--- src/sv/frbt_pkg.sv ---
// frbt_pkg: shared types and constants of the float to binary token unit.
// No dependencies; imported by every module of the block.
package frbt_pkg;

   localparam int unsigned FLOAT_W    = 32;
   localparam int unsigned BYTE_W     = 8;
   localparam int unsigned TOKEN_MAX  = 5;
   localparam int unsigned LEN_W      = 3;
   localparam int unsigned QDEPTH     = 2;
   localparam int unsigned QPTR_W     = 1;
   localparam int unsigned QCNT_W     = 2;

   // Header byte of the four-byte IEEE form (octal 0244)
   localparam logic [BYTE_W-1:0] HDR_IEEE  = 8'hA4;
   // Base of the fixed-point header (octal 0200)
   localparam logic [BYTE_W-1:0] HDR_FIXED = 8'h80;

   localparam logic [7:0] EXP_LO = 8'd122;
   localparam logic [7:0] EXP_HI = 8'd141;

   // One encoded token: length 2..5, byte 0 is the header
   typedef struct packed {
      logic [LEN_W-1:0]                   len;
      logic [TOKEN_MAX-1:0][BYTE_W-1:0]   bytes;
   } token_type;

endpackage

--- src/sv/frbt_front.sv ---
// frbt_front: classifies one float pattern and builds its whole token.
// Depends on frbt_pkg.
module frbt_front
   import frbt_pkg::*;
(
   input  logic               ieee_only,
   input  logic [FLOAT_W-1:0] float_bits,
   output token_type          token
);

   logic [7:0]          expo;
   logic                in_range;
   logic [FLOAT_W-1:0]  frac;
   logic [FLOAT_W-1:0]  frac_neg;
   logic [2:0]          sh;
   logic signed [3:0]   d0;
   logic [FLOAT_W-1:0]  fsh;
   logic [FLOAT_W-1:0]  rem;
   logic signed [3:0]   d;
   logic [1:0]          w;
   logic                fail;
   logic [2:0][BYTE_W-1:0] fb;
   logic [1:0]          wm1;

   assign expo     = float_bits[30:23];
   assign in_range = (expo >= EXP_LO) && (expo <= EXP_HI);
   assign frac     = {8'd0, 1'b1, float_bits[22:0]};
   assign frac_neg = float_bits[31] ? (~frac + 32'd1) : frac;

   // shift and initial fraction-byte count from the exponent
   always_comb begin
      if (expo <= 8'd125) begin
         sh = 3'(expo - 8'd118);
         d0 = 4'sd0;
      end else if (expo == 8'd126) begin
         sh = 3'd0;
         d0 = -4'sd1;
      end else if (expo <= 8'd133) begin
         sh = 3'(expo - 8'd126);
         d0 = -4'sd1;
      end else begin
         sh = 3'(expo - 8'd134);
         d0 = -4'sd2;
      end
   end

   assign fsh = frac_neg << sh;

   // at most four byte-take steps; a fourth byte means failure
   always_comb begin
      rem  = fsh;
      d    = d0;
      w    = 2'd0;
      fail = 1'b0;
      fb   = '0;
      for (int k = 0; k < 4; k++) begin
         if (((rem != '0) && (d < 4'sd3)) || (d < 4'sd0)) begin
            if (k == 3) begin
               fail = 1'b1;
            end else begin
               fb[k] = rem[31:24];
               w     = 2'(k + 1);
               d     = d + 4'sd1;
               rem   = rem << 8;
            end
         end
      end
      if (w == 2'd0) begin
         fail = 1'b1;
      end
   end

   assign wm1 = w - 2'd1;

   always_comb begin
      if (ieee_only || !in_range || fail) begin
         token.len      = LEN_W'(TOKEN_MAX);
         token.bytes[0] = HDR_IEEE;
         token.bytes[1] = float_bits[31:24];
         token.bytes[2] = float_bits[23:16];
         token.bytes[3] = float_bits[15:8];
         token.bytes[4] = float_bits[7:0];
      end else begin
         token.len      = LEN_W'({1'b0, w}) + LEN_W'(1);
         token.bytes[0] = HDR_FIXED | {4'd0, d[1:0], wm1};
         token.bytes[1] = fb[0];
         token.bytes[2] = fb[1];
         token.bytes[3] = fb[2];
         token.bytes[4] = '0;
      end
   end

endmodule

--- src/sv/frbt_queue.sv ---
// frbt_queue: two-entry token queue between front and back.
// Depends on frbt_pkg.
module frbt_queue
   import frbt_pkg::*;
(
   input  logic      clock,
   input  logic      reset,
   input  logic      enq_valid,
   output logic      enq_ready,
   input  token_type enq_data,
   output logic      deq_valid,
   input  logic      deq_pop,
   output token_type deq_data
);

   token_type           ent_ff [QDEPTH];
   logic [QPTR_W-1:0]   wr_ptr_ff, wr_ptr_in;
   logic [QPTR_W-1:0]   rd_ptr_ff, rd_ptr_in;
   logic [QCNT_W-1:0]   cnt_ff, cnt_in;
   logic                do_enq;
   logic                do_deq;

   assign enq_ready = (cnt_ff != QCNT_W'(QDEPTH));
   assign deq_valid = (cnt_ff != '0);
   assign deq_data  = ent_ff[rd_ptr_ff];
   assign do_enq    = enq_valid && enq_ready;
   assign do_deq    = deq_pop && deq_valid;

   always_comb begin
      wr_ptr_in = do_enq ? wr_ptr_ff + QPTR_W'(1) : wr_ptr_ff;
      rd_ptr_in = do_deq ? rd_ptr_ff + QPTR_W'(1) : rd_ptr_ff;
      cnt_in    = cnt_ff + QCNT_W'(do_enq) - QCNT_W'(do_deq);
   end

   always_ff @(posedge clock) begin
      if (reset) begin
         wr_ptr_ff <= '0;
         rd_ptr_ff <= '0;
         cnt_ff    <= '0;
      end else begin
         wr_ptr_ff <= wr_ptr_in;
         rd_ptr_ff <= rd_ptr_in;
         cnt_ff    <= cnt_in;
      end
   end

   always_ff @(posedge clock) begin
      if (do_enq) begin
         ent_ff[wr_ptr_ff] <= enq_data;
      end
   end

endmodule

--- src/sv/frbt_back.sv ---
// frbt_back: serialises queued tokens into byte beats through an output register.
// Depends on frbt_pkg.
module frbt_back
   import frbt_pkg::*;
(
   input  logic              clock,
   input  logic              reset,
   input  logic              tok_valid,
   input  token_type         tok_data,
   output logic              tok_pop,
   output logic              out_valid,
   input  logic              out_ready,
   output logic [BYTE_W-1:0] out_byte,
   output logic              out_last
);

   logic [(TOKEN_MAX-1)*BYTE_W-1:0] sh_ff, sh_in;
   logic [LEN_W-1:0]                rem_ff, rem_in;
   logic                            vld_ff, vld_in;
   logic [BYTE_W-1:0]               byte_ff, byte_in;
   logic                            last_ff, last_in;
   logic                            slot_free;

   assign slot_free = !vld_ff || out_ready;

   always_comb begin
      sh_in   = sh_ff;
      rem_in  = rem_ff;
      vld_in  = vld_ff && !out_ready;
      byte_in = byte_ff;
      last_in = last_ff;
      tok_pop = 1'b0;
      if (slot_free) begin
         if (rem_ff != '0) begin
            vld_in  = 1'b1;
            byte_in = sh_ff[BYTE_W-1:0];
            last_in = (rem_ff == LEN_W'(1));
            sh_in   = sh_ff >> BYTE_W;
            rem_in  = rem_ff - LEN_W'(1);
         end else if (tok_valid) begin
            // header beat; a token always has at least one more byte
            vld_in  = 1'b1;
            byte_in = tok_data.bytes[0];
            last_in = 1'b0;
            sh_in   = tok_data.bytes[TOKEN_MAX-1:1];
            rem_in  = tok_data.len - LEN_W'(1);
            tok_pop = 1'b1;
         end
      end
   end

   always_ff @(posedge clock) begin
      if (reset) begin
         rem_ff <= '0;
         vld_ff <= 1'b0;
      end else begin
         rem_ff <= rem_in;
         vld_ff <= vld_in;
      end
   end

   always_ff @(posedge clock) begin
      sh_ff   <= sh_in;
      byte_ff <= byte_in;
      last_ff <= last_in;
   end

   assign out_valid = vld_ff;
   assign out_byte  = byte_ff;
   assign out_last  = last_ff;

endmodule

--- src/sv/float_to_rib_binary_token_unit.sv ---
// float_to_rib_binary_token_unit: top level of the float to binary token encoder.
// Depends on frbt_pkg, frbt_front, frbt_queue and frbt_back.
//
//  channel | dir | beat contents                      | handshake
//  --------+-----+------------------------------------+--------------------
//  req     | in  | tdata[31:0] float_bits             | req_tvalid/tready
//  rsp     | out | tdata[7:0] out_byte, tlast = last  | rsp_tvalid/tready
//  csr     | in  | csr_wdata = ieee_only              | csr_wen, no wait
//
// Each value becomes a token of 2 to 5 beats (5 for the IEEE form); the back end
// serialiser emits one beat per cycle while rsp_tready is high. The first beat
// passes through the queue and then the back end's output register. The front
// encodes in the accept cycle into a two-entry queue, so the input keeps flowing,
// until that queue is full, while a token is stalled on rsp.
// Reset is synchronous: queue and serialiser empty, ieee_only cleared.
module float_to_rib_binary_token_unit
   import frbt_pkg::*;
(
   input  logic               clock,
   input  logic               reset,
   input  logic               req_tvalid,
   output logic               req_tready,
   input  logic [FLOAT_W-1:0] req_tdata,   // [31:0] float_bits
   output logic               rsp_tvalid,
   input  logic               rsp_tready,
   output logic [BYTE_W-1:0]  rsp_tdata,   // [7:0] out_byte
   output logic               rsp_tlast,
   input  logic               csr_wen,
   input  logic               csr_wdata
);

   logic      ieee_only_ff, ieee_only_in;
   token_type front_tok;
   token_type q_tok;
   logic      q_valid;
   logic      q_pop;

   // single config bit, to be written by the user only while idle; the block itself does not enforce this
   assign ieee_only_in = csr_wen ? csr_wdata : ieee_only_ff;

   always_ff @(posedge clock) begin
      if (reset) begin
         ieee_only_ff <= 1'b0;
      end else begin
         ieee_only_ff <= ieee_only_in;
      end
   end

   // front: whole token built in the accept cycle
   frbt_front u_front (
      .ieee_only  (ieee_only_ff),
      .float_bits (req_tdata),
      .token      (front_tok)
   );

   // decoupling queue; req_tready is simply "queue not full"
   frbt_queue u_queue (
      .clock     (clock),
      .reset     (reset),
      .enq_valid (req_tvalid),
      .enq_ready (req_tready),
      .enq_data  (front_tok),
      .deq_valid (q_valid),
      .deq_pop   (q_pop),
      .deq_data  (q_tok)
   );

   // back: one beat per cycle while rsp_tready is high, output register parts it from rsp
   frbt_back u_back (
      .clock     (clock),
      .reset     (reset),
      .tok_valid (q_valid),
      .tok_data  (q_tok),
      .tok_pop   (q_pop),
      .out_valid (rsp_tvalid),
      .out_ready (rsp_tready),
      .out_byte  (rsp_tdata),
      .out_last  (rsp_tlast)
   );

endmodule

--- config.mk ---
export PLATFORM = sky130hd
export DESIGN_NAME = float_to_rib_binary_token_unit
export DESIGN_NICKNAME = d
export VERILOG_FILES = /design/src/sv/frbt_pkg.sv /design/src/sv/frbt_front.sv /design/src/sv/frbt_queue.sv /design/src/sv/frbt_back.sv /design/src/sv/float_to_rib_binary_token_unit.sv
export SDC_FILE = /design/constraint.sdc
export NUM_CORES = 1
export LEC_CHECK = 0
export ABC_CLOCK_PERIOD_IN_PS = 6700
export BUFFER_PORTS_ARGS = -buffer_cell sky130_fd_sc_hd__buf_2
export CORE_UTILIZATION = 40
export CTS_CLUSTER_DIAMETER = 100
export DETAILED_ROUTE_END_ITERATION = 12
export SYNTH_ARGS = -nofsm -noshare
export SYNTH_HDL_FRONTEND = slang
export SYNTH_SLANG_ARGS = --single-unit
--- constraint.sdc ---
create_clock -name clock -period 6.7 [get_ports clock]
set_clock_uncertainty 0.1 [all_clocks]
set_input_delay 1.34 -clock clock [delete_from_list [all_inputs] [get_ports clock]]
set_output_delay 1.34 -clock clock [all_outputs]
set_load 0.05 [all_outputs]
==> reports/metrics.cfg <==
[floorplan]
core_area_mm2=0.02102
die_h_um=148.4
io_pins=49
start_util=0.4079
row_count=53
die_w_um=148.4
dieArea_mm2=0.02203

[global_routing]
antenna_found_initial=1
grt_pass1_vias=7272
grt_pass1_wl_um=39730
track_usage=0.2363
grt_max_degree=73
grt_remaining_overflow=0

[logic_synthesis]
synth_area_mm2=0.008574
async_flop_share=0
seq_area_frac_synth=0.4471
synth-edff-count=121
avgSynthCellArea_um2=9.913
syn_nets=915
yosysTopAreaCell=edfxtp_1
yosysTopAreaCellShare=0.4238
yosys_register_bits=131
synth.most_common_cell=edfxtp_1
synth_cell_types=92
ys_warn_count=0
yosys-top-cells-count=edfxtp_1 (121), nand2_1 (81), nor2_1 (80)
synthFlopType=edfxtp_1
synthTopCellsByArea=edfxtp_1 (42%), mux2i_1 (6.3%), o21ai_0 (3.6%)
postSynthCellCount=865

[finish]
multiInputGateArea_mm2=0.004534
antennaDiodeCount=0
seqCellArea_mm2=0.003835
area_growth_pct=26.79
layout-drive-gt1-share=0.3014
fillCellCount=1926
final_cell_area_mm2=0.01087
num-nets-final=1074

[sta]
finalSetupViolCount=0
drv_slew=0
timing.setup.tns_ps=0
whs_ps=411.4
layout_setup_ws_ps=182.4
slew_headroom=0.3120
max_freq_mhz=153.4
worst_pin_slew_ps=1032
finalCritPeriodShare=0.9728
finalHoldViolations=0
post-route-min-period_ps=6518

[cts]
cts.path.max_buffers=2
clk_pin_slew_ps=50
cts_made_buffers=17
cts_tree=built
clkLatencyLatePin_ps=410
clkSinkCount=131
clock-root-buffer=clkbuf_16
h-tree-depth=4

[critical_path]
end_kind=flop
worstPathRequired_ps=6750
cp_cell_sequence=buf_2 > inv_1 > ha_2 > or3b_2 > mux2i_1 > nor4_2 > buf_4 > a21oi_1 > o32a_1 > a2111oi_1 > nand4_1 > o41a_1 > xnor2_2 > ha_2 > or3_4 > nand2_2 > inv_2 > ha_2 > or2_4 > a221o_1 > inv_1 > o31a_4 > buf_12 > mux2_4
critPathKind=input pin to flop
worst_path_most_repeated_cell=ha_2
worst-path-max-fanout=19
crit_arrival_ps=6570
cp_slowest_stage_delay_ps=540
crit_path_start_kind=input pin
cp_slowest_cell=or3b_2

[drt]
wl_per_cell_um=19.18
vias_per_cell=5.666
drt-initial-drc-count=578
vias=7422
drc=0
drtPass1Iterations=6
routed_wl_um=25120
ant_nets=0

[flow_run]
drv_cap=0

[power]
leakage_nw=4.150
ir_drop_mv=0.1969
finalPower_mw=3.333
p_per_area_mw_per_mm2=306.6

[placement]
io_buffers=48
post-place-ws_ps=-363.7
hpwl_um=18890
place_congestion=0.9471
placed_cell_area_mm2=0.01019

[worst_hold_path]
hp-class=flop to flop

[outcome]
status=finished clean

per-layer routing:
layer	GRT usage	vias up	routed length, µm
met1	0.2999	3522	10990
li1	-	3608	-
met5	0	-	29
met4	0.09948	2	731
met2	0.4028	241	12380
met3	0.03282	49	989
critical path, delay by kind of cell:
kind                       cells  cell delay, ps
muxes                          2             470
adders and majority gates      3             570
AOI/OAI and AO/OA              6            1650
and+or+nand+nor                6            1700
xor gates and xnor gates       1             180
buffers and inverters          6             640
layout make-up:
type                       instances  share of cell area
clock inverter                    12             0.01300
multi-input combinational        640              0.4171
tap                              275             0.03165
sequential                       131              0.3527
timing repair buffer             211              0.1381
inverter                          23            0.007941
clock buffer                      18             0.03948
worst paths after layout:
check	start	endpoint	depth (start not counted)	slack [ps]
min	u_queue.rd_ptr_ff$_SDFFE_PP0P_	u_queue.rd_ptr_ff$_SDFFE_PP0P_	2	410
min reg2reg	u_queue.rd_ptr_ff$_SDFFE_PP0P_	u_queue.rd_ptr_ff$_SDFFE_PP0P_	2	410
max reg2reg	u_back.rem_ff[0]$_SDFFE_PP0P_	u_queue.cnt_ff[1]$_SDFF_PP0_	11	4120
max	req_tdata[0]	u_queue.ent_ff[1][28]$_DFFE_PP_	24	180
per-stage QoR:
stage	instances	util
after floorplan	865	-
after global placement	1278	0.4848
after CTS	1308	0.5119
after detailed placement	1278	0.4848
final	1310	0.5172
after global routing	1310	0.5172
power breakdown:
part	internal, mW	leakage (nW)	switching (mW)
clock	0.575	0.276	0.318
sequential	1.22	1.23	0.0783
combinational	0.406	2.64	0.737
total	2.20	4.15	1.13
cells in the final DEF (no fill, tap or decap), types with 7 or more instances in the layout:
cell         n
a211oi_1     9
a21oi_1     25
a31oi_1     11
and3_1       7
buf_2       48
buf_4      160
clkbuf_16   17
dfxtp_1      9
edfxtp_1   121
ha_1         9
inv_1       19
mux2i_1     54
nand2_1     79
nand2b_1    17
nand3_1     15
nor2_1      79
nor2b_1     12
nor3_1      21
nor4_1      11
o21ai_0     61
o22ai_1     12
o31ai_1      9
or3_1       10
or4_1        8
xnor2_1     12
xor2_1       9
flip-flops by register name (all words and copies together) (netlist names), named ones only:
name,count
u_queue.wr_ptr_ff,1
u_back.out_byte,8
u_back.sh_ff,32
u_back.out_last,1
ieee_only_ff,1
u_back.rem_ff,3
u_queue.ent_ff,80
u_queue.cnt_ff,2
u_queue.rd_ptr_ff,1
u_back.out_valid,1
logic make-up after synthesis:
family | synth area share
AND/OR/NAND/NOR | 0.1852
flip-flops | 0.4471
AO/OA/AOI/OAI | 0.1903
XOR/XNOR | 0.02539
buffers and inverters | 0.04801
multiplexers | 0.08653
adder cells (fa/ha/maj) | 0.01751
what timing repair did:
action / in CTS / in global routing
endpoints found under the hold margin: 0 / 0
hold buffers: 0 / 0
gates resized for setup: 0 / 15
setup buffers: 0 / 2
setup endpoints to repair: 0 / 78
(Power assumes the default switching activity.)
